===== config.mk =====
export PLATFORM = sky130hd
export DESIGN_NAME = dwsp_lane
export DESIGN_NICKNAME = d
export VERILOG_FILES = /design/src/hw/rtl/dwsp_pkg.sv /design/src/hw/rtl/dwsp_lane.sv
export SDC_FILE = /design/constraint.sdc
export NUM_CORES = 2
export LEC_CHECK = 0
export ABC_AREA = 1
export BUFFER_PORTS_ARGS = -buffer_cell sky130_fd_sc_hd__buf_4
export CORE_MARGIN = 2
export CORE_UTILIZATION = 59
export DETAILED_ROUTE_END_ITERATION = 8
export PLACE_DENSITY = 0.76
export SLEW_MARGIN = 30
export SYNTH_ARGS = -nofsm -noshare
export SYNTH_HDL_FRONTEND = slang
export SYNTH_SLANG_ARGS = --single-unit

===== constraint.sdc =====
create_clock -name clk -period 6.82 [get_ports clk]
set_input_delay 1.023 -clock clk [delete_from_list [all_inputs] [get_ports clk]]
set_output_delay 1.023 -clock clk [all_outputs]
set_load 0.005 [all_outputs]

===== src/hw/rtl/dwsp_pkg.sv =====
package dwsp_pkg;

    localparam int ACC_W  = 32;
    localparam int ERR_W  = 18;
    localparam int GAIN_W = 24;
    localparam int TGT_W  = 7;

    localparam logic [GAIN_W-1:0] FIX_P = 24'd2621440;
    localparam logic [GAIN_W-1:0] FIX_I = 24'd39;
    localparam logic [GAIN_W-1:0] FIX_D = 24'd655360;

    localparam logic [1:0] REG_GAIN_P = 2'd0;
    localparam logic [1:0] REG_GAIN_I = 2'd1;
    localparam logic [1:0] REG_GAIN_D = 2'd2;
    localparam logic [1:0] REG_MODE   = 2'd3;

    typedef struct packed {
        logic              start;
        logic [GAIN_W-1:0] p;
        logic [GAIN_W-1:0] i;
        logic [GAIN_W-1:0] d;
    } lane_ctl_t;

endpackage


===== src/hw/rtl/dwsp_lane.sv =====
// One wheel: incremental PID on a saturating accumulator. Three products
// computed in states L_M0, L_M1 and L_M2 through one 27x18 multiplier.
module dwsp_lane
    import dwsp_pkg::*;
#(
    parameter int DUTY_LIMIT = 990
)
(
    input  logic                clk,
    input  logic                rst_n,
    input  lane_ctl_t           ctl,
    input  logic [TGT_W-1:0]    target,
    input  logic signed [15:0]  measured,
    output logic                done,
    output logic [9:0]          duty
);

    typedef enum logic [2:0] {L_IDLE, L_M0, L_M1, L_M2, L_SUM, L_OUT} state_t;

    localparam int SW = 64;

    state_t               state_reg;
    logic signed [ERR_W-1:0] e0_reg, e1_reg, e2_reg;
    logic signed [ACC_W-1:0] acc_reg;
    logic signed [SW-1:0]    sum_reg;
    logic [GAIN_W+1:0]       ka_reg, kb_reg, kd_reg;
    logic signed [SW-1:0]    mul_reg;
    logic [9:0]              duty_reg;
    logic                    done_reg;

    logic [GAIN_W+1:0]        mk;
    logic signed [ERR_W-1:0]  me;
    logic signed [GAIN_W+ERR_W+2:0] mprod;
    logic signed [SW-1:0]     quot;
    logic signed [SW-1:0]     sat;

    always_comb
    begin
        case (state_reg)
            L_M0:    begin mk = ka_reg; me = e0_reg; end
            L_M1:    begin mk = kb_reg; me = e1_reg; end
            default: begin mk = kd_reg; me = e2_reg; end
        endcase
    end

    assign mprod = $signed({1'b0, mk}) * me;

    // arithmetic shift rounds down; bias negatives to truncate toward zero
    assign quot = (sum_reg + (sum_reg[SW-1] ? SW'(65535) : SW'(0))) >>> 16;
    assign sat  = (quot > SW'(64'sh7FFFFFFF)) ? SW'(64'sh7FFFFFFF)
                : ((quot < -SW'(64'sh80000000)) ? -SW'(64'sh80000000) : quot);

    always_ff @(posedge clk or negedge rst_n)
    begin
        if (!rst_n)
        begin
            state_reg <= L_IDLE;
            e0_reg    <= '0;
            e1_reg    <= '0;
            e2_reg    <= '0;
            acc_reg   <= '0;
            done_reg  <= 1'b0;
        end
        else
        begin
            done_reg <= 1'b0;
            case (state_reg)
                L_IDLE:
                begin
                    if (ctl.start)
                    begin
                        e2_reg <= e1_reg;
                        e1_reg <= e0_reg;
                        e0_reg <= ERR_W'($signed({1'b0, target})) - ERR_W'(measured);
                        ka_reg <= (GAIN_W+2)'(ctl.p) + (GAIN_W+2)'(ctl.i) + (GAIN_W+2)'(ctl.d);
                        kb_reg <= (GAIN_W+2)'(ctl.p) + ((GAIN_W+2)'(ctl.d) << 1);
                        kd_reg <= (GAIN_W+2)'(ctl.d);
                        sum_reg <= SW'(acc_reg) <<< 16;
                        state_reg <= L_M0;
                    end
                end
                L_M0, L_M1, L_M2:
                begin
                    mul_reg <= SW'(mprod);
                    if (state_reg == L_M1)
                        sum_reg <= sum_reg + mul_reg;
                    else if (state_reg == L_M2)
                        sum_reg <= sum_reg - mul_reg;
                    state_reg <= (state_reg == L_M0) ? L_M1
                               : ((state_reg == L_M1) ? L_M2 : L_SUM);
                end
                L_SUM:
                begin
                    sum_reg   <= sum_reg + mul_reg;
                    state_reg <= L_OUT;
                end
                L_OUT:
                begin
                    acc_reg  <= ACC_W'(sat);
                    duty_reg <= sat[SW-1] ? 10'd0
                              : ((sat > SW'(DUTY_LIMIT)) ? 10'(DUTY_LIMIT) : 10'(sat));
                    done_reg  <= 1'b1;
                    state_reg <= L_IDLE;
                end
                default: state_reg <= L_IDLE;
            endcase
        end
    end

    assign done = done_reg;
    assign duty = duty_reg;

endmodule


Word-level counts from Yosys, hierarchy flattened
Index checks and enable logic that the tools add are counted.
{"block": "totals", "register_bits": 285, "inputBits": 98, "word_cells": 55, "out_inout_bits": 11}
{"block": "classes", "reduce_logical": 9, "n_mux": 15, "addsub": 7, "magnitude_cmp": 3, "n_mul": 1, "eq_ne": 7}
{"operator": "two-way mux 64 bit", "n": 5}
{"operator": "case mux 64 bit (3 select lines)", "n": 1}
{"operator": "adder 64 x 17 -> 64 bit", "n": 1}
{"operator": "adder 64 x 45 -> 64 bit", "n": 1}
{"operator": "> comparator 64 x 11 -> 1 bit (second input constant)", "n": 1}
{"operator": "subtractor 64 x 45 -> 64 bit", "n": 1}
{"operator": "case mux 26 bit (2 select lines)", "n": 1}
{"operator": "> comparator 48 x 32 -> 1 bit (second input constant)", "n": 1}
{"operator": "less-than comparator 48 x 32 -> 1 bit (second input constant)", "n": 1}
{"operator": "multiplier 27 x 18 -> 45 bit", "n": 1}
{"operator": "case mux 18 bit (2 select lines)", "n": 1}
{"operator": "adder 24 x 25 -> 26 bit", "n": 1}
{"operator": "adder 25 x 24 -> 26 bit", "n": 1}
{"operator": "adder 24 x 24 -> 25 bit", "n": 1}
{"operator": "subtractor 8 x 16 -> 17 bit", "n": 1}
{"operator": "two-way mux 16 bit", "n": 1}
{"operator": "two-way mux 10 bit", "n": 1}
{"operator": "two-way mux 3 bit", "n": 3}
{"operator": "case mux 3 bit (3 select lines)", "n": 1}
{"operator": "equality test 3 x 2 -> 1 bit (second input constant)", "n": 2}
{"operator": "equality test 3 bit (second input constant)", "n": 2}
{"operator": "AND reduction 2 bit", "n": 3}
{"operator": "AND reduction 4 bit", "n": 1}
{"operator": "equality test 3 x 1 -> 1 bit (second input constant)", "n": 1}
{"operator": "8 further kinds", "n": 8}

Depth between registers and ports, before layout
{"block": "logic_depth", "ltp_word": 7, "depth_mapped": 43, "ltp_nobuf": 40}

Worst setup path after synthesis
Ideal clock, no wire load.
{"block": "synth_timing", "path_type": "reg2reg", "from": "register state_reg[2]", "to": "register mul_reg[27], data pin", "arrival_time_ps": 6942, "period_less_slack_ps": 7200, "path_slack_ps": -380, "setup_ps": 258, "stages_incl_launch_ff": 34, "path_cell_list": "dfrtp_1 -> clkbuf_1 -> nor3_4 -> inv_2 -> nand2_2 -> inv_2 -> buf_2 -> nand2_1 -> inv_1 -> or2_2 -> clkbuf_1 -> clkbuf_1 -> nand2_1 -> fa_1 -> fa_1 -> inv_1 -> ha_1 -> inv_1 -> fa_1 -> fa_1 -> fa_1 -> inv_1 -> ha_1 -> a21oi_1 -> a21boi_0 -> o21bai_1 -> a21oi_1 -> o21ai_0 -> a21oi_1 -> o21ai_0 -> a21oi_1 -> inv_1 -> a21oi_1 -> xnor2_1"}
{"block": "synth_between", "elab_chain_cells": 3}
{"element": "start: declaration", "line_no": "dwsp_lane.sv:22", "source": "state_t state_reg;"}
{"element": "start signal: assignment", "line_no": "dwsp_lane.sv:89", "source": "state_reg <= (state_reg == L_M0) ? L_M1"}
{"element": "equality test 3 x 2 -> 1 bit or equality test 3 x 1 -> 1 bit (tied branches)", "line_no": "dwsp_lane.sv:39", "source": "case (state_reg)"}
{"element": "case mux 26 bit (2 select lines) or case mux 18 bit (2 select lines) (tied branches)", "line_no": "dwsp_lane.sv:39"}
{"element": "multiplier 27 x 18 -> 45 bit *", "line_no": "dwsp_lane.sv:46", "source": "assign mprod = $signed({1'b0, mk}) * me;"}
{"element": "named net mprod[27]", "line_no": "dwsp_lane.sv:33", "source": "logic signed [GAIN_W+ERR_W+2:0] mprod;"}
{"element": "end signal: assignment", "line_no": "dwsp_lane.sv:84", "source": "mul_reg <= SW'(mprod);"}
{"element": "end: declaration", "line_no": "dwsp_lane.sv:27", "source": "logic signed [SW-1:0] mul_reg;"}
The timed path passes the listed nets; every way through them passes the cells marked *.
A chain may end at the register's enable or synchronous reset.

Final worst setup path
{"block": "layout_timing", "from": "register state_reg[0]", "to": "register mul_reg[31], data pin"}
The elaborated chain is that of the path after synthesis.

==> reports/metrics.csv <==
stage,metric,value,unit
timing,setup_viol,31,
routing,met1Wirelength,57400,um
clocking,cts_root_buf,clkbuf_16,
worst_setup_path,crit_slowest_cell,fa_1,
yosys,synth_nets,6478,
yosys,yosys.area.top_type,fa_1,
clocking,clock_sinks,282,
worst_setup_path,crit_fanout,26,
yosys,netlist.area_leader.share,0.201,
die,io_pins,109,
placement,dp_cells,6794,
worst_setup_path,crit_path_end_kind,register,
placement,io_buffer_count,108,
global_route,first_global_vias,42900,
routing,route.detailed.drc,4,
yosys,yosys_warnings,0,
cells_and_area,fillers,5072,
yosys,synth_cells,5625,
global_route,grt_max_degree,91,
routing,dr.first_iter.drc_count,5358,
cells_and_area,multiInputGateArea,28900,sq um
placement,dp_hpwl,129000,um
routing,ant_nets,0,
yosys,ys_seq_area_frac,0.195,
worst_setup_path,cp.arrival,7.86,ns
cells_and_area,fin_nets,6859,
die,start_util,0.597,
yosys,synth_area_leaders,"fa_1, edfxtp_1, inv_1",
global_route,grt_pass1_wl,252000,um
yosys,synth-edff-count,195,
cells_and_area,area_growth,19.3,%
timing,grt_setup_unrepaired,yes,
hold_path,hold_class,in2async,
clocking,cts.path.max_buffers,3,
routing,vias,43000,
clocking,insertion_delay,0.62,ns
yosys,syn_area_per_cell,7.31,sq um
cells_and_area,regArea,8040,sq um
clocking,cts.clk_slew.worst_paths,0.06,ns
timing,fin_worst_skew,0.0456,ns
routing,wl_per_cell,25.4,um
placement,place_congestion,1.07,
worst_setup_path,critical_path_required,7.17,ns
timing,slew_viol_final,0,
global_route,track_usage,0.471,
timing,worstMarginPinSlew,1.04,ns
worst_setup_path,crit_top_cell,fa_1,
die,fp.dieH,268,um
yosys,syn_area,41100,sq um
routing,vias_per_cell,6.17,
outcome,violations,"design-rule violations, negative setup slack",
routing,drt_first_pass_iters,9,
clocking,htree_levels,2,
global_route,gr-total-overflow,0,
timing,finalHoldViolations,0,
die,coreArea,68800,sq um
timing,relSlewSlack,0.302,
yosys,synth_ff_type,edfxtp_1,
timing,min_period_over_period,1.10,
worst_setup_path,path_class,reg2reg,
routing,route.met2.wl,77900,um
yosys,ys_types,67,
routing,drt_wl_total,177000,um
yosys,synth-seq-cells,282,
timing,fmax,133,MHz
outcome,status,finished with violations,
worst_setup_path,critPathMaxStageDelay,0.64,ns
die,die_area,71800,sq um
die,core.rowCount,96,
cells_and_area,largest_reg_flops,64,
routing,highest_layer,met5,
clocking,numCtsBuffers,37,
timing,period_needed,7.51,ns
timing,layout_setup_ws,-0.688,ns
placement,pre_cts_slack,-0.480,ns
cells_and_area,layout.cells.non_filler,6968,
yosys,async_reset_ff_frac,0.309,
die,die_width,268,um
worst_setup_path,crit_path_start_kind,register,
cells_and_area,drive_above_1_share,0.159,
routing,dr_wl_met3,19500,um
job,max_cap_viol_count,0,
global_route,antenna_found_initial,6,
clocking,cts_tree,yes,
## cell families (layout without fill, tap and decap cells)
kind of cell | Yosys count | after routing | share of synthesized area
AOI/OAI and AO/OA | 870 | 870 | 0.122
xor gates and xnor gates | 126 | 126 | 0.0269
adders and majority gates | 755 | 755 | 0.305
buffers and inverters | 1432 | 1842 | 0.132
DFF | 282 | 282 | 0.195
other | 0 | 2 | 0
and+or+nand+nor | 2160 | 2160 | 0.218
## synthesized netlist by cell type (19+ instances only)
cell type  number
inv_1        1237
nand2_1      1111
nor2_1        621
fa_1          413
a21oi_1       353
ha_1          342
o21ai_0       245
nand3_1       219
edfxtp_1      195
clkbuf_1      144
xor2_1         90
dfrtp_1        87
or2_2          53
a31oi_1        49
nand4_1        43
nor3_1         42
xnor2_1        36
o211ai_1       28
buf_2          24
o22ai_1        24
a22o_1         22
o221ai_1       22
o21bai_1       19
## area by class of cell
cell class | instances | share of cell area
clock inverters | 20 | 0.00600
well taps | 931 | 0.0238
repair inverters | 1 | 0.000102
repair buffers | 518 | 0.0981
flip-flops and latches | 282 | 0.164
clock buffers | 48 | 0.0210
multi-input cells | 3911 | 0.590
diodes | 2 | 0.000102
inverters | 1255 | 0.0973
## placed cells by master, fill, tap and decap left out, drive strengths merged, types with 4 or more instances in the layout
cell	count
o31ai	5
ha	342
xor2	90
a221oi	6
a21boi	15
nand3	225
nor4	15
xnor2	36
dfrtp	87
o21a	16
a2bb2oi	6
o22ai	25
a21o	12
clkinv	20
clkinvlp	6
edfxtp	195
nand4	43
nand3b	16
o21ai	261
a31oi	49
nor2	634
o21bai	19
a22oi	14
a21oi	355
fa	413
bufinv	4
o221ai	22
nor3	48
inv	1246
a22o	22
or2	55
nand2	1115
buf	516
o211ai	28
clkbuf	49
## worst max-delay path, delay by kind of cell, from the launching register on
family / cells / cell delay (ns)
buffers and inverters: 14 / 1.53
AND/OR/NAND/NOR: 6 / 0.85
AO/OA/AOI/OAI: 4 / 0.73
XOR/XNOR: 1 / 0.15
adder cells (fa/ha/maj): 7 / 3.51
flip-flops: 1 / 0.43
## routing by layer
layer,global-route usage,vias to the layer above
li1,-,18400
met4,0.435,12
met5,0,-
met1,0.517,19900
met3,0.0926,1360
met2,0.772,3347
## path summary, 6_finish.rpt
path / from / end / slack, ns / cells after the start
min in group clk: acc_reg[6] / acc_reg[6] / 0.49 / 2
max reg2reg: state_reg[0] / mul_reg[31] / -0.69 / 32
min reg2reg: acc_reg[6] / acc_reg[6] / 0.49 / 2
min: rst_n / done / 0.43 / 1
max: state_reg[0] / mul_reg[31] / -0.69 / 32
max in group asynchronous: rst_n / state_reg[2] / 5.25 / 2
## stage by stage
stage / hold WS, ns / utilization / setup TNS, ns / instance area (sq um)
2_1_floorplan: 0.449 / - / -0.00489 / 41300
3_3_place_gp: 0.468 / 0.657 / -4.04 / 45200
3_5_place_dp: 0.469 / 0.658 / -7.05 / 45300
4_1_cts: 0.431 / 0.706 / -0.452 / 48600
5_1_grt: 0.455 / 0.712 / -17.88 / 49000
6_report: 0.426 / 0.712 / -12.95 / 49000
## repair_timing
item / 4_1_cts / 5_1_grt
cloned: 11 / 0
setup buffers: 79 / 26
hold buffers: 0 / 0
pin swaps: 166 / 89
setup endpoints to repair: 25 / 32
gates resized for setup: 297 / 99
Power is left out: the tool's default activity adds up to more than one toggle a clock period on the data nets, which glitch-free logic cannot reach.
