$ cat src/hw/rtl/dwsp_pkg.sv
package dwsp_pkg;

    localparam int ACC_W  = 32;
    localparam int ERR_W  = 18;
    localparam int GAIN_W = 24;
    localparam int TGT_W  = 7;

    localparam logic [GAIN_W-1:0] FIX_P = 24'd2621440;
    localparam logic [GAIN_W-1:0] FIX_I = 24'd39;
    localparam logic [GAIN_W-1:0] FIX_D = 24'd655360;

    localparam logic [1:0] REG_GAIN_P = 2'd0;
    localparam logic [1:0] REG_GAIN_I = 2'd1;
    localparam logic [1:0] REG_GAIN_D = 2'd2;
    localparam logic [1:0] REG_MODE   = 2'd3;

    typedef struct packed {
        logic              start;
        logic [GAIN_W-1:0] p;
        logic [GAIN_W-1:0] i;
        logic [GAIN_W-1:0] d;
    } lane_ctl_t;

endpackage

$ cat src/hw/rtl/dwsp_target.sv
// Base speed and left/right target split. Multi-cycle sequencer; the
// differential quotient is formed by a restoring divider, one bit per cycle.
module dwsp_target
    import dwsp_pkg::*;
#(
    parameter int IMAGE_ROWS = 60
)
(
    input  logic              clk,
    input  logic              rst_n,
    input  logic              start,
    input  logic              dyn,
    input  logic signed [7:0] line_error,
    input  logic signed [7:0] line_error_prev,
    input  logic [5:0]        far_row,
    input  logic [5:0]        last_row,
    output logic              done,
    output logic [TGT_W-1:0]  left_target,
    output logic [TGT_W-1:0]  right_target
);

    typedef enum logic [2:0] {S_IDLE, S_BASE, S_SCALE, S_DIV, S_OUT} state_t;

    localparam int DW = 32;
    localparam int CW = $clog2(DW + 1);

    state_t             state_reg;
    logic [5:0]         prev_drop_reg;
    logic signed [15:0] tenths_reg;
    logic signed [7:0]  s_reg;
    logic signed [7:0]  e_reg;
    logic [5:0]         last_reg;
    logic               dyn_reg;
    logic [DW-1:0]      num_reg;
    logic               neg_reg;
    logic [DW-1:0]      den_reg;
    logic [DW-1:0]      quo_reg;
    logic [DW:0]        rem_reg;
    logic [CW-1:0]      cnt_reg;
    logic [TGT_W-1:0]   lt_reg, rt_reg;
    logic               done_reg;

    logic [5:0]         drop;
    logic [7:0]         ae;
    logic signed [15:0] tenths;
    logic [29:0]        tq;
    logic [10:0]        s_div;
    logic signed [7:0]  s_cl;
    logic signed [9:0]  dd;
    logic [19:0]        q;
    logic signed [31:0] prod;
    logic [DW:0]        rem_sh;
    logic signed [15:0] qv, sub_w, add_w;
    logic               rnz;
    logic signed [15:0] nl, nr;
    logic [27:0]        fql, fqr;
    logic signed [15:0] fl, fr;

    assign drop = (far_row < 6'd35) ? 6'd35 : ((far_row > 6'd55) ? 6'd55 : far_row);
    assign ae   = line_error[7] ? 8'(-line_error) : 8'(line_error);
    assign tenths = 16'(12 * $signed({10'd0, drop}))
                  + 16'(100 * ($signed({10'd0, drop}) - $signed({10'd0, prev_drop_reg})))
                  - 16'(3 * $signed({8'd0, ae}))
                  - 16'(10 * ($signed({{8{line_error[7]}}, line_error})
                              - $signed({{8{line_error_prev[7]}}, line_error_prev})));
    // tenths stays below 8711; x*52429 >> 19 is x/10 over that range
    assign tq    = 30'(tenths_reg[13:0]) * 30'd52429;
    assign s_div = tq[29:19];
    assign s_cl  = tenths_reg[15] ? 8'sd35
                 : ((s_div < 11'd35) ? 8'sd35 : ((s_div > 11'd55) ? 8'sd55 : 8'(s_div)));
    assign dd    = 10'(IMAGE_ROWS) - 10'(last_reg) - 10'd4;
    assign q     = (dd == 10'sd0) ? 20'd1 : 20'($signed(dd) * $signed(dd));
    assign prod  = 32'(30) * 32'($signed(e_reg)) * 32'($signed(s_reg));
    assign rem_sh = {rem_reg[DW-1:0], num_reg[DW-1]};
    // quotient beyond 255 always drives both sides into the clamp
    assign qv    = (|quo_reg[DW-1:8]) ? 16'sd255 : $signed({8'd0, quo_reg[7:0]});
    assign rnz   = |rem_reg;
    // side that moves down: floor of the exact value; side that moves up: s + quotient
    assign sub_w = 16'(s_reg) - qv - $signed({15'd0, rnz});
    assign add_w = 16'(s_reg) + qv;
    // fixed split: numerator below 16384, x*5243 >> 19 is x/100; negative ends up clamped
    assign nl    = 16'sd4000 - 16'sd72 * 16'(e_reg);
    assign nr    = 16'sd4000 + 16'sd72 * 16'(e_reg);
    assign fql   = 28'(nl[13:0]) * 28'd5243;
    assign fqr   = 28'(nr[13:0]) * 28'd5243;
    assign fl    = nl[15] ? 16'sd0 : $signed({7'd0, fql[27:19]});
    assign fr    = nr[15] ? 16'sd0 : $signed({7'd0, fqr[27:19]});

    function automatic logic [TGT_W-1:0] clamp(input logic signed [15:0] v,
                                               input logic signed [15:0] lo,
                                               input logic signed [15:0] hi);
        clamp = (v < lo) ? TGT_W'(lo) : ((v > hi) ? TGT_W'(hi) : TGT_W'(v));
    endfunction

    always_ff @(posedge clk or negedge rst_n)
    begin
        if (!rst_n)
        begin
            state_reg     <= S_IDLE;
            prev_drop_reg <= '0;
            done_reg      <= 1'b0;
        end
        else
        begin
            done_reg <= 1'b0;
            case (state_reg)
                S_IDLE:
                begin
                    if (start)
                    begin
                        e_reg      <= line_error;
                        last_reg   <= last_row;
                        dyn_reg    <= dyn;
                        tenths_reg <= tenths;
                        if (dyn)
                            prev_drop_reg <= drop;
                        state_reg <= S_BASE;
                    end
                end
                S_BASE:
                begin
                    s_reg <= s_cl;
                    if (!dyn_reg)
                    begin
                        if (e_reg >= 8'sd10 || e_reg <= -8'sd10)
                        begin
                            lt_reg <= clamp(fl, 16'sd20, 16'sd80);
                            rt_reg <= clamp(fr, 16'sd20, 16'sd80);
                        end
                        else
                        begin
                            lt_reg <= TGT_W'(45);
                            rt_reg <= TGT_W'(45);
                        end
                        state_reg <= S_OUT;
                    end
                    else if (e_reg >= 8'sd10 || e_reg <= -8'sd10)
                        state_reg <= S_SCALE;
                    else
                    begin
                        lt_reg    <= TGT_W'(s_cl);
                        rt_reg    <= TGT_W'(s_cl);
                        state_reg <= S_OUT;
                    end
                end
                S_SCALE:
                begin
                    // |30*E*S| / q; sign and remainder applied per side after
                    neg_reg   <= prod[31];
                    num_reg   <= prod[31] ? 32'(-prod) : 32'(prod);
                    den_reg   <= 32'(q);
                    rem_reg   <= '0;
                    quo_reg   <= '0;
                    cnt_reg   <= CW'(DW);
                    state_reg <= S_DIV;
                end
                S_DIV:
                begin
                    num_reg <= {num_reg[DW-2:0], 1'b0};
                    if (rem_sh >= {1'b0, den_reg})
                    begin
                        rem_reg <= rem_sh - {1'b0, den_reg};
                        quo_reg <= {quo_reg[DW-2:0], 1'b1};
                    end
                    else
                    begin
                        rem_reg <= rem_sh;
                        quo_reg <= {quo_reg[DW-2:0], 1'b0};
                    end
                    cnt_reg <= cnt_reg - 1'b1;
                    if (cnt_reg == CW'(1))
                        state_reg <= S_OUT;
                end
                S_OUT:
                begin
                    if (dyn_reg && (e_reg >= 8'sd10 || e_reg <= -8'sd10))
                    begin
                        lt_reg <= clamp(neg_reg ? add_w : sub_w, 16'sd5, 16'sd110);
                        rt_reg <= clamp(neg_reg ? sub_w : add_w, 16'sd5, 16'sd110);
                    end
                    done_reg  <= 1'b1;
                    state_reg <= S_IDLE;
                end
                default: state_reg <= S_IDLE;
            endcase
        end
    end

    assign done         = done_reg;
    assign left_target  = lt_reg;
    assign right_target = rt_reg;

endmodule

$ cat config.mk
export PLATFORM = sky130hd
export DESIGN_NAME = dwsp_target
export DESIGN_NICKNAME = d
export VERILOG_FILES = /design/src/hw/rtl/dwsp_pkg.sv /design/src/hw/rtl/dwsp_target.sv
export SDC_FILE = /design/constraint.sdc
export NUM_CORES = 1
export LEC_CHECK = 0
export ABC_CLOCK_PERIOD_IN_PS = 8650
export BUFFER_PORTS_ARGS = -buffer_cell sky130_fd_sc_hd__buf_2
export CAP_MARGIN = 5
export CORE_MARGIN = 2
export CORE_UTILIZATION = 50
export DETAILED_ROUTE_END_ITERATION = 7
export GPL_TIMING_DRIVEN = 0
export HOLD_SLACK_MARGIN = 0.06
export PLACE_DENSITY = 0.68
export SLEW_MARGIN = 30
export SYNTH_ARGS = -nofsm -noshare
export SYNTH_HDL_FRONTEND = slang
export SYNTH_SLANG_ARGS = --single-unit
$ cat constraint.sdc
create_clock -name clk -period 8.65 [get_ports clk]
set_input_delay 1.2975 -clock clk [delete_from_list [all_inputs] [get_ports clk]]
set_output_delay 1.2975 -clock clk [all_outputs]
set_load 0.01 [all_outputs]
# After elaboration in Yosys (flattened, before gate mapping)
# Cells that the tools add are included.
op_classes:
  mux: 41
  n_lt_le_gt_ge: 15
  add_sub_neg: 16
  reduce_logical: 16
  n_mul: 11
  eq_ne: 9
ops:
  columns: ["cell", "n"]
  rows:
  - ["$pmux 32 s2", 2]
  - ["$mux 7", 18]
  - ["$pmux 33 s2", 1]
  - ["$mul 14x13->27 const B", 2]
  - ["$ge 33x20->1", 1]
  - ["$mux 33", 1]
  - ["$reduce_or 33->1", 1]
  - ["$sub 33x20->33", 1]
  - ["$gt 16x8->1 const B", 2]
  - ["$lt 16x4->1 const B", 2]
  - ["$mux 16", 2]
  - ["$mux 32", 1]
  - ["$mux 8", 4]
  - ["$neg 22->32", 1]
  - ["$mul 14x16->30 const B", 1]
  - ["$pmux 7 s2", 2]
  - ["$mul 5x8->13 const A", 2]
  - ["$reduce_or 24->1", 1]
  - ["$mul 13x8->21", 1]
  - ["$add 11x15->16", 1]
  - ["$add 13x16->16 const A", 1]
  - ["$gt 8x7->1 const B", 2]
  - ["$lt 8x5->1 const B", 2]
  - ["$mul 8x8->16", 1]
  - ["42 further kinds", 55]
word_totals:
  inputBits: 32
  register_bits: 187
  wordCells: 125
  out_inout_bits: 15

# Longest topological paths before layout
# Gate-level depths: netlist of run 1.
logic_depth:
  depth_word: 10
  mapped_depth: 39
  mapped_depth_nobuf: 36

# Least setup slack after synthesis of run 1
# OpenSTA, ideal clock, no wires.
synth_timing:
  path_type: "reg2reg"
  start: "reg, netlist name tenths_reg[0]"
  end: "reg num_reg[20], data pin"
  n_path_buf: 2
  stages_incl_launch_ff: 36
  arrival_ps: 8754
  setup_slack_ps: -375
  required_ps: 8380
  setup_time_ps: 270
  synth_period_minus_slack_ps: 9025
  path_cell_list: "edfxtp_1 -> inv_1 -> clkbuf_1 -> ha_1 -> ha_1 -> inv_1 -> fa_1 -> inv_1 -> ha_1 -> nor2b_1 -> o21ai_0 -> a21boi_0 -> o21a_1 -> o21ai_0 -> nand2b_1 -> a21o_1 -> a31oi_1 -> xnor2_1 -> nand2_1 -> fa_1 -> inv_1 -> fa_1 -> fa_1 -> inv_1 -> fa_1 -> inv_1 -> ha_1 -> and4_1 -> a211oi_1 -> o21ai_0 -> a2111oi_0 -> nor3_1 -> clkbuf_1 -> o31ai_1 -> xnor2_1 -> a21oi_1"
synth_lines:
  columns: ["element", "line_no", "text"]
  rows:
  - ["end signal, assigned", "dwsp_target.sv:150", "num_reg <= prod[31] ? 32'(-prod) : 32'(prod);"]
  - ["end signal, assigned", "dwsp_target.sv:159", "num_reg <= {num_reg[DW-2:0], 1'b0};"]
  - ["end, declared", "dwsp_target.sv:34", "logic [DW-1:0] num_reg;"]

==> summary.md, run 1 <==
| Metric | Value |
|---|---|
| Clock Skews | `0.0165 ns` |
| Routing usage on met2 | `0.361` |
| Post-DRT Antenna Nets | `0` |
| Final setup viols | `0` |
| PortBufs | `46` |
| Clk_lat worst skew | `0.49 ns` |
| Clk sink count | `179` |
| Cells after Synth | `3257` |
| Synth async-reset ratio | `0.0559` |
| Tmin final | `8.51 ns` |
| Area of the die | `0.0624 mm^2` |
| TritonRoute pass-1 iters | `6` |
| CTS clk-pin slew, worst paths | `0.08 ns` |
| Crit path max-delay family | `adder cells` |
| Number of hold buffers added after CTS | `0` |
| Crit Path Max Fanout | `7` |
| Simple-Gate Fraction of Synth Area | `0.129` |
| P&R area growth vs syn | `10.6%` |
| Total global routing overflow | `0` |
| Worst min-delay path class | `flop to flop` |
| Final Hold Fails | `0` |
| Initial antenna violation count | `1` |
| Post-synthesis adder-cell area fraction | `0.423` |
| Status | `complete, no violations` |
| Synthesized cell area | `0.0302 mm^2` |
| WS Path Type | `flop to flop` |
| Main synth FF type | `edfxtp_1` |
| Detailed Place HPWL | `55500 um` |
| # diodes | `0` |
| Mean post-synth cell area | `9.28 um^2` |
| Initial Util | `0.504` |
| YS warnings | `0` |
| TritonCTS clock tree | `built` |
| Hold path cells | `2` |
| Max Buffers Root-to-Sink | `2` |
| Post-layout net count | `4258` |
| GR peak layer | `met2` |
| DRT iter0 DRCs | `1258` |
| Most frequent cells in the layout | `inv_1 (646), ha_1 (514), fa_1 (306)` |
| Die Wd | `250 um` |
| Sequential fraction of the synthesis area | `0.176` |
| Worst path max stage delay | `0.55 ns` |
| Drt wl/cell | `16.0 um` |
| Max cap viols | `0` |
| Normalized max-slew margin | `0.343` |
| Number of global-route vias before repair | `22200` |
| Largest family of logic cells by synthesized area | `adder cells` |
| Critical Path End Type | `flop` |
| Tcrit/Tclk final | `0.984` |
| Worst-Margin Slew | `0.978 ns` |
| Setup_tns | `0 ns` |
| EDFF count, synth | `169` |
| Max Slew Vio Count | `0` |
| Mux contribution to synthesized area | `0.00786` |
| Drt drc | `0` |
| M3 GR Usage | `0.0288` |
| H-tree levels | `4` |
| Wirelength, routed | `66900 um` |
| Rows | `90` |
| CTS Root Buffer Type | `clkbuf_16` |
| Die H | `250 um` |
| Max reg flops | `33` |
| Vias | `22600` |
| Critical-path top delay cell | `fa_1` |
| Critical path data arrival time | `8.72 ns` |
| Commonest non-fill, non-tap cell in the layout | `inv_1` |
| Startpoint types | `flop` |
| GR Util All Layers | `0.217` |
| Worst EP required | `8.86 ns` |
| CTS Buf Count | `17` |
| Crit path depth | `37` |
| Vias per cell | `5.41` |
| Worst r2r path cells | `37` |
| XOR/XNOR share of the synthesized area | `0.0608` |
| Seq cells post-synth | `179` |
| GPL Wtd Cong | `0.862` |
| I/O Pins | `47` |
| Cell variety after synth | `86` |
| FMAX | `118 MHz` |
| Largest net degree at the start of global routing | `24` |
| CP bufs+invs | `11` |
| Ratio of cells with drive above 1 in the final layout | `0.0820` |
| Met1 Usage GRT | `0.298` |
| First-pass GRT wire length | `110000 um` |
| Core box area | `0.0600 mm^2` |
| Crit path top cell by count | `fa_1` |
| Post-synthesis compound-gate area fraction | `0.114` |
## path summary, 6_finish.rpt
check,slack (ns),end,from
worst max-delay path,0.14,num_reg[16],tenths_reg[0]
worst min-delay path,0.45,prev_drop_reg[5],prev_drop_reg[5]
worst max register to register,0.14,num_reg[16],tenths_reg[0]
worst min register to register,0.45,prev_drop_reg[5],prev_drop_reg[5]
max in group asynchronous,7.71,done,rst_n
min in group asynchronous,0.70,prev_drop_reg[0],rst_n
## per-stage QoR
| stage | cell area, um^2 | util | hold WS (ns) | std cells | setup WS [ns] |
|---|---|---|---|---|---|
| global placement | 31500 | 0.525 | 0.430 | 4089 | -1.92 |
| floorplan | 30300 | - | 0.418 | 3261 | 0.00390 |
| finish | 33400 | 0.557 | 0.448 | 4184 | 0.142 |
| CTS | 32700 | 0.545 | 0.456 | 4152 | 0.00545 |
| detailed placement | 31700 | 0.529 | 0.438 | 4101 | -1.38 |
| global route | 33400 | 0.557 | 0.488 | 4184 | -0.219 |
## kinds of logic after synthesis
group                      count (synthesis)
AOI/OAI and AO/OA                        529
xor gates and xnor gates                 210
adders and majority gates                838
buffers and inverters                    712
DFF                                      179
muxes                                     23
other                                      2
and+or+nand+nor                          764
## worst register-to-register path, delay by kind of cell, from the launching register on
family,cells,cell delay (ns)
compound gates,13,2.43
xor+xnor,2,0.42
simple gates,3,0.34
fa+ha+maj,8,3.61
buf+inv,11,1.02
flops,1,0.42
## final cells by class
type	count	area (um^2)
fillers	5363	26600
clock inverters	14	193
well taps	782	978
repair buffers	109	883
flip-flops and latches	179	5330
multi-input cells	2371	22900
plain buffers	55	264
inverters	656	2470
clock buffers	18	429
## synth_stat cells, drive strengths merged (59+ instances only)
cell type,number,share of area
inv,656,0.081
ha,528,0.22
fa,309,0.20
nor2,194,0.024
edfxtp,169,0.17
nand2,158,0.020
a21oi,157,0.026
xnor2,140,0.041
o21ai,111,0.018
and2,75,0.016
xor2,70,0.020
a21o,59,0.015
## layer usage
metal | part of all wire | wire length (um) | vias up
met5 | 0.00024 | 16 | -
met4 | 0.023 | 1550 | 2
met3 | 0.043 | 2880 | 81
met2 | 0.47 | 31700 | 473
met1 | 0.46 | 30800 | 10900
li1 | - | - | 11200
## what timing repair did
item,4_1_cts,5_1_grt
endpoints found under the setup margin,31,32
gates cloned,2,1
hold endpoints to repair,0,0
resized for setup,48,89
setup buffers,17,32
pin swaps,9,43
Power of run 1 is not shown: default switching activity piles up to over one toggle a cycle in this logic, so the estimate is an artifact.
==> inputs of run 2 (changes only) <==
--- a/config.mk
+++ b/config.mk
@@ -11,7 +11,6 @@
 export CORE_MARGIN = 2
 export CORE_UTILIZATION = 50
 export DETAILED_ROUTE_END_ITERATION = 7
-export GPL_TIMING_DRIVEN = 0
 export HOLD_SLACK_MARGIN = 0.06
 export PLACE_DENSITY = 0.68
 export SLEW_MARGIN = 30
==> run 2 against run 1 <==
Compared with the run above: fmax is 3.0% higher; cell count is 1.1% lower; cell area is 2.5% lower; non-clock buffer count is 47 lower; highest routed layer unchanged; largest cell class unchanged; first-iteration DRC count is 1.4% higher; sequential cell count stayed put.
==> summary.md, run 2 (synthesis results as in run 1) <==
| Metric | Value |
|---|---|
| Status | `complete, no violations` |
| Max Slew Vio Count | `0 (unchanged)` |
| Fillers | `5458 (+1.8%)` |
| I/O Pins | `47 (unchanged)` |
| Largest net degree at the start of global routing | `70 (+190%)` |
| Drt drc | `0 (unchanged)` |
| Worst EP required | `8.86 ns (about the same)` |
| GR Util All Layers | `0.216 (-0.000992)` |
| Area of the multi-input gates | `0.0225 mm^2 (-1.8%)` |
| Crit path top cell by count | `inv_1` |
| Final Hold Fails | `0 (unchanged)` |
| CTS Root Buffer Type | `clkbuf_16` |
| Number of hold buffers added after CTS | `0 (unchanged)` |
| Setup_tns | `0 ns (unchanged)` |
| Die Wd | `250 um (unchanged)` |
| FMAX | `121 MHz (+3.0%)` |
| Core box area | `0.0600 mm^2 (unchanged)` |
| TritonRoute pass-1 iters | `6 (unchanged)` |
| Tcrit/Tclk final | `0.955 (-0.0284)` |
| Setup WS post-layout | `0.387 ns (+0.246 ns)` |
| CTS Buf Count | `17 (unchanged)` |
| Critical-path top delay cell | `fa_1` |
| Commonest non-fill, non-tap cell in the layout | `inv_1` |
| Post-layout net count | `4210 (-1.1%)` |
| Clk sink count | `179 (unchanged)` |
| Startpoint types | `flop` |
| DRT iter0 DRCs | `1276 (+1.4%)` |
| Normalized max-slew margin | `0.334 (-0.00870)` |
| Ratio of cells with drive above 1 in the final layout | `0.0656 (-0.0164)` |
| First-pass GRT wire length | `110000 um (-0.38%)` |
| Worst-Margin Slew | `0.995 ns (+0.0167 ns)` |
| Dpl ws | `0.0715 ns (+1.45 ns)` |
| Critical Path End Type | `flop` |
| Post-DRT Antenna Nets | `0 (unchanged)` |
| Critical path data arrival time | `8.47 ns (-0.25 ns)` |
| Clk_lat worst skew | `0.48 ns (about the same)` |
| Max Buffers Root-to-Sink | `2 (unchanged)` |
| Vias | `22200 (-2.1%)` |
| Initial antenna violation count | `4 (+3)` |
| GPL Wtd Cong | `0.882 (+2.4%)` |
| Vias per cell | `5.36 (-0.96%)` |
| WS Path Type | `flop to flop` |
| P&R area growth vs syn | `7.86%` |
| TritonCTS clock tree | `built` |
| Initial Util | `0.504 (unchanged)` |
| Tmin final | `8.26 ns (-0.246 ns)` |
| Total global routing overflow | `0 (unchanged)` |
| Worst path max stage delay | `0.54 ns (about the same)` |
| Final core occ | `0.543 (-0.0137)` |
| Final Hold Slack | `0.453 ns (+0.00445 ns)` |
| H-tree levels | `4 (unchanged)` |
| Drt wl/cell | `15.9 um (-0.82%)` |
| Final setup viols | `0 (unchanged)` |
| Max reg flops | `33 (unchanged)` |
| Number of global-route vias before repair | `22200 (+0.045%)` |
| Worst min-delay path class | `flop to flop` |
| PortBufs | `46 (unchanged)` |
| Rows | `90 (unchanged)` |
| Area of the die | `0.0624 mm^2 (unchanged)` |
| Wirelength, routed | `65600 um (-1.9%)` |
| Max cap viols | `0 (unchanged)` |
| Crit Path Max Fanout | `8 (+1)` |
| Die H | `250 um (unchanged)` |
| Register area | `0.00533 mm^2 (unchanged)` |
| Most frequent cells in the layout | `inv_1 (653), ha_1 (526), fa_1 (309)` |
| Detailed Place HPWL | `55000 um (-0.77%)` |
| CTS clk-pin slew, worst paths | `0.07 ns (about the same)` |
| Clock Skews | `0.0138 ns (-0.00269 ns)` |
run 2: cell count changes in the layout (fill, tap and decap cells not counted), moves of 5 or more:
cell      before  now
o21ai_0       98  104
ha_1         514  526
xnor2_4        6    0
inv_1        646  653
buf_8          5    0
xnor2_1      130  136
clkbuf_1      42    0
buf_4         45   68
ha_4           8    2
ha_2           6    0
buf_6          9    0
run 2: timing repair:
action                     in CTS  in global routing
buffers inserted                0                  3
resized for setup               0                 33
setup endpoints to repair       0                 27
run 2: path summary, 6_finish.rpt:
kind | from | slack [ns] | endpoint | cells after the start
worst min register to register | prev_drop_reg[5] | 0.45 | prev_drop_reg[5] | 2
worst max register to register | e_reg[1] | 0.39 | num_reg[13] | 36
worst min-delay path | prev_drop_reg[5] | 0.45 | prev_drop_reg[5] | 2
min in group asynchronous | rst_n | 0.70 | prev_drop_reg[2] | 1
worst max-delay path | e_reg[1] | 0.39 | num_reg[13] | 36
max in group asynchronous | rst_n | 7.72 | state_reg[0] | 1
run 2: per-layer routing:
| metal | vias up | GRT usage | share of wire |
|---|---|---|---|
| met5 | - | 0 | 0.00035 |
| met4 | 4 | 0.0508 | 0.016 |
| met3 | 61 | 0.0295 | 0.036 |
| met2 | 349 | 0.358 | 0.47 |
| met1 | 10700 | 0.301 | 0.48 |
| li1 | 11100 | - | - |
run 2: worst max-delay path, delay by kind of cell, from the launching register on:
family	cells	cell delay, ns
adders and majority gates	8	3.66
AOI/OAI and AO/OA	14	2.25
buffers and inverters	9	0.75
and+or+nand+nor	3	0.59
xor gates and xnor gates	2	0.38
DFF	1	0.37
run 2: metrics by stage:
| step | instances | instance area, um^2 |
|---|---|---|
| 2_1_floorplan | 3261 | 30300 |
| 3_3_place_gp | 4098 | 31800 |
| 3_5_place_dp | 4098 | 31800 |
| 4_1_cts | 4130 | 32400 |
| 5_1_grt | 4137 | 32600 |
| 6_report | 4137 | 32600 |
run 2: final cells by class:
class	count	area share
antenna	1	0.0000767
clock buffer	17	0.0130
clock inverter	15	0.00468
inverter	656	0.0755
multi-input combinational	2370	0.689
sequential	179	0.163
tap	782	0.0300
timing repair buffer	117	0.0246
Power of run 2 is left out for the same reason.
==> inputs of run 3 (changes only) <==
--- a/config.mk
+++ b/config.mk
@@ -9,10 +9,10 @@
 export BUFFER_PORTS_ARGS = -buffer_cell sky130_fd_sc_hd__buf_2
 export CAP_MARGIN = 5
 export CORE_MARGIN = 2
-export CORE_UTILIZATION = 50
+export CORE_UTILIZATION = 60
 export DETAILED_ROUTE_END_ITERATION = 7
 export HOLD_SLACK_MARGIN = 0.06
-export PLACE_DENSITY = 0.68
+export PLACE_DENSITY = 0.8
 export SLEW_MARGIN = 30
 export SYNTH_ARGS = -nofsm -noshare
 export SYNTH_HDL_FRONTEND = slang
==> run 3 against run 2 <==
Compared with the run above: fmax shrank 0.41%; clock-buffer cell count unchanged; first-iteration DRC count increased by 8.1%; cell count fell by 3.1%; global-route usage up 4.1 points; sequential cell count unchanged; sequential share of layout area is 0.12 points higher; clock skew rose by 0.0039 ns; non-clock buffer count shrank 16; worst setup slack worse by 0.034 ns; largest cell class unchanged.
==> summary.md, run 3 (synthesis results as in run 1) <==
| Metric | Value |
|---|---|
| PortBufs | `46 (unchanged)` |
| WS Path Type | `flop to flop` |
| Post-layout net count | `4194 (-0.38%)` |
| Normalized max-slew margin | `0.370 (+0.0356)` |
| Post-DRT Antenna Nets | `0 (unchanged)` |
| Startpoint types | `flop` |
| Register area | `0.00533 mm^2 (unchanged)` |
| Worst min-delay path class | `flop to flop` |
| Vias | `22600 (+2.2%)` |
| Tcrit/Tclk final | `0.959 (+0.00395)` |
| Placed cell areas | `0.0315 mm^2 (-0.88%)` |
| Fillers | `4072 (-25%)` |
| GPL Wtd Cong | `0.909 (+3.1%)` |
| Hold path cells | `2 (unchanged)` |
| CTS Root Buffer Type | `clkbuf_16` |
| Vias per cell | `5.64 (+5.4%)` |
| Final core occ | `0.648 (+0.105)` |
| Crit path top cell by count | `inv_1` |
| Clk_lat worst skew | `0.50 ns (+0.02 ns)` |
| Area of the multi-input gates | `0.0225 mm^2 (about the same)` |
| DRT iter0 DRCs | `1379 (+8.1%)` |
| Area of the die | `0.0522 mm^2 (-16%)` |
| # diodes | `0 (-1)` |
| Number of global-route vias before repair | `22900 (+3.2%)` |
| Final Hold Fails | `0 (unchanged)` |
| Worst r2r path cells | `36 (unchanged)` |
| Commonest non-fill, non-tap cell in the layout | `inv_1` |
| Design area | `0.0324 mm^2 (-0.72%)` |
| Final Hold Slack | `0.468 ns (+0.0149 ns)` |
| HP Start | `prev_drop_reg[5]` |
| Status | `complete, no violations` |
| H-tree levels | `4 (unchanged)` |
| Most frequent cells in the layout | `inv_1 (652), ha_1 (525), fa_1 (308)` |
| P&R area growth vs syn | `7.08%` |
| Unrepaired setup endpoints after global routing | `yes` |
| Critical-path top delay cell | `fa_2` |
| Core box area | `0.0500 mm^2 (-17%)` |
| Critical path data arrival time | `8.52 ns (+0.05 ns)` |
| Die Wd | `228 um (-8.6%)` |
| Die H | `228 um (-8.6%)` |
| Drt wl/cell | `16.4 um (+3.7%)` |
| Tmin final | `8.30 ns (+0.0342 ns)` |
| Number of hold buffers added after CTS | `0 (unchanged)` |
| Clock Skews | `0.0177 ns (+0.00389 ns)` |
| Ratio of cells with drive above 1 in the final layout | `0.0638 (-0.00178)` |
| CTS Buf Count | `17 (unchanged)` |
| Detailed Place HPWL | `54500 um (-0.95%)` |
| TritonCTS clock tree | `built` |
| Largest net degree at the start of global routing | `71 (+1.4%)` |
| Max Slew Vio Count | `0 (unchanged)` |
| First-pass GRT wire length | `110000 um (+0.40%)` |
| Rows | `82 (-8.9%)` |
| Max reg flops | `33 (unchanged)` |
| I/O Pins | `47 (unchanged)` |
| Max cap viols | `0 (unchanged)` |
| Crit Path Max Fanout | `9 (+1)` |
| Setup_tns | `0 ns (unchanged)` |
| Critical Path Start | `e_reg[2]` |
| CTS clk-pin slew, worst paths | `0.08 ns (about the same)` |
| Worst EP required | `8.87 ns (about the same)` |
| Wirelength, routed | `65900 um (+0.51%)` |
| Worst-Margin Slew | `0.938 ns (-0.0568 ns)` |
| TritonRoute pass-1 iters | `5 (-1)` |
| Critical Path End Type | `flop` |
| Max Buffers Root-to-Sink | `2 (unchanged)` |
| Clk sink count | `179 (unchanged)` |
| FF-to-FF Start | `e_reg[2]` |
| Total global routing overflow | `0 (unchanged)` |
| Initial antenna violation count | `2 (-2)` |
| Final setup viols | `0 (unchanged)` |
| FMAX | `121 MHz (-0.41%)` |
| Drt drc | `0 (unchanged)` |
| GR Util All Layers | `0.258 (+0.0414)` |
| Worst path max stage delay | `0.64 ns (+0.10 ns)` |
| Initial Util | `0.605 (+0.101)` |
## run 3: changes by cell type in the layout (fill, tap and decap cells not counted), moves of 2 or more
cell,change
and4_1,-2
buf_6,+2
clkinvlp_4,-3
and4_4,+2
clkinv_1,-2
buf_4,-17
clkinv_8,+4
## run 3: layout make-up
class / count / area share
Clock buffer: 17 / 0.0131
Clock inverter: 15 / 0.00522
Sequential cell: 179 / 0.164
Inverter: 656 / 0.0761
Timing Repair Buffer: 101 / 0.0206
Multi-Input combinational cell: 2370 / 0.694
Tap cell: 672 / 0.0260
## run 3: worst paths after layout
kind	to	slack, ns
max	num_reg[13]	0.35
min	prev_drop_reg[5]	0.47
max reg2reg	num_reg[13]	0.35
min reg2reg	prev_drop_reg[5]	0.47
max in group asynchronous	done	7.73
min in group asynchronous	prev_drop_reg[1]	0.68
## run 3: timing repair
item                       CTS  global route
setup buffers                0             6
hold endpoints to repair     0             0
cloned                       0             2
pin swaps                    2             7
setup endpoints to repair   11            29
resized for setup            2            41
## run 3: worst max-delay path, delay by kind of cell, from the launching register on
| family | cells | cell delay [ns] |
|---|---|---|
| simple gates | 3 | 0.53 |
| flops | 1 | 0.40 |
| xor+xnor | 2 | 0.27 |
| buf+inv | 11 | 0.98 |
| compound gates | 11 | 1.68 |
| fa+ha+maj | 9 | 4.11 |
## run 3: per-layer routing
| metal | GRT usage | part of all wire | vias to the layer above |
|---|---|---|---|
| li1 | - | - | 11000 |
| met1 | 0.342 | 0.44 | 11000 |
| met2 | 0.438 | 0.48 | 534 |
| met4 | 0.0868 | 0.027 | 4 |
| met3 | 0.0317 | 0.044 | 113 |
| met5 | 0 | 0.00038 | - |
## run 3: through the flow
| step | cells | setup WS [ns] |
|---|---|---|
| after detailed placement | 3969 | -0.0680 |
| after CTS | 4001 | 0.00809 |
| after global placement | 3969 | 0.104 |
| final | 4010 | 0.353 |
| after global routing | 4010 | -0.102 |
| after floorplan | 3261 | 0.00390 |
Power of run 3 is left out for the same reason.
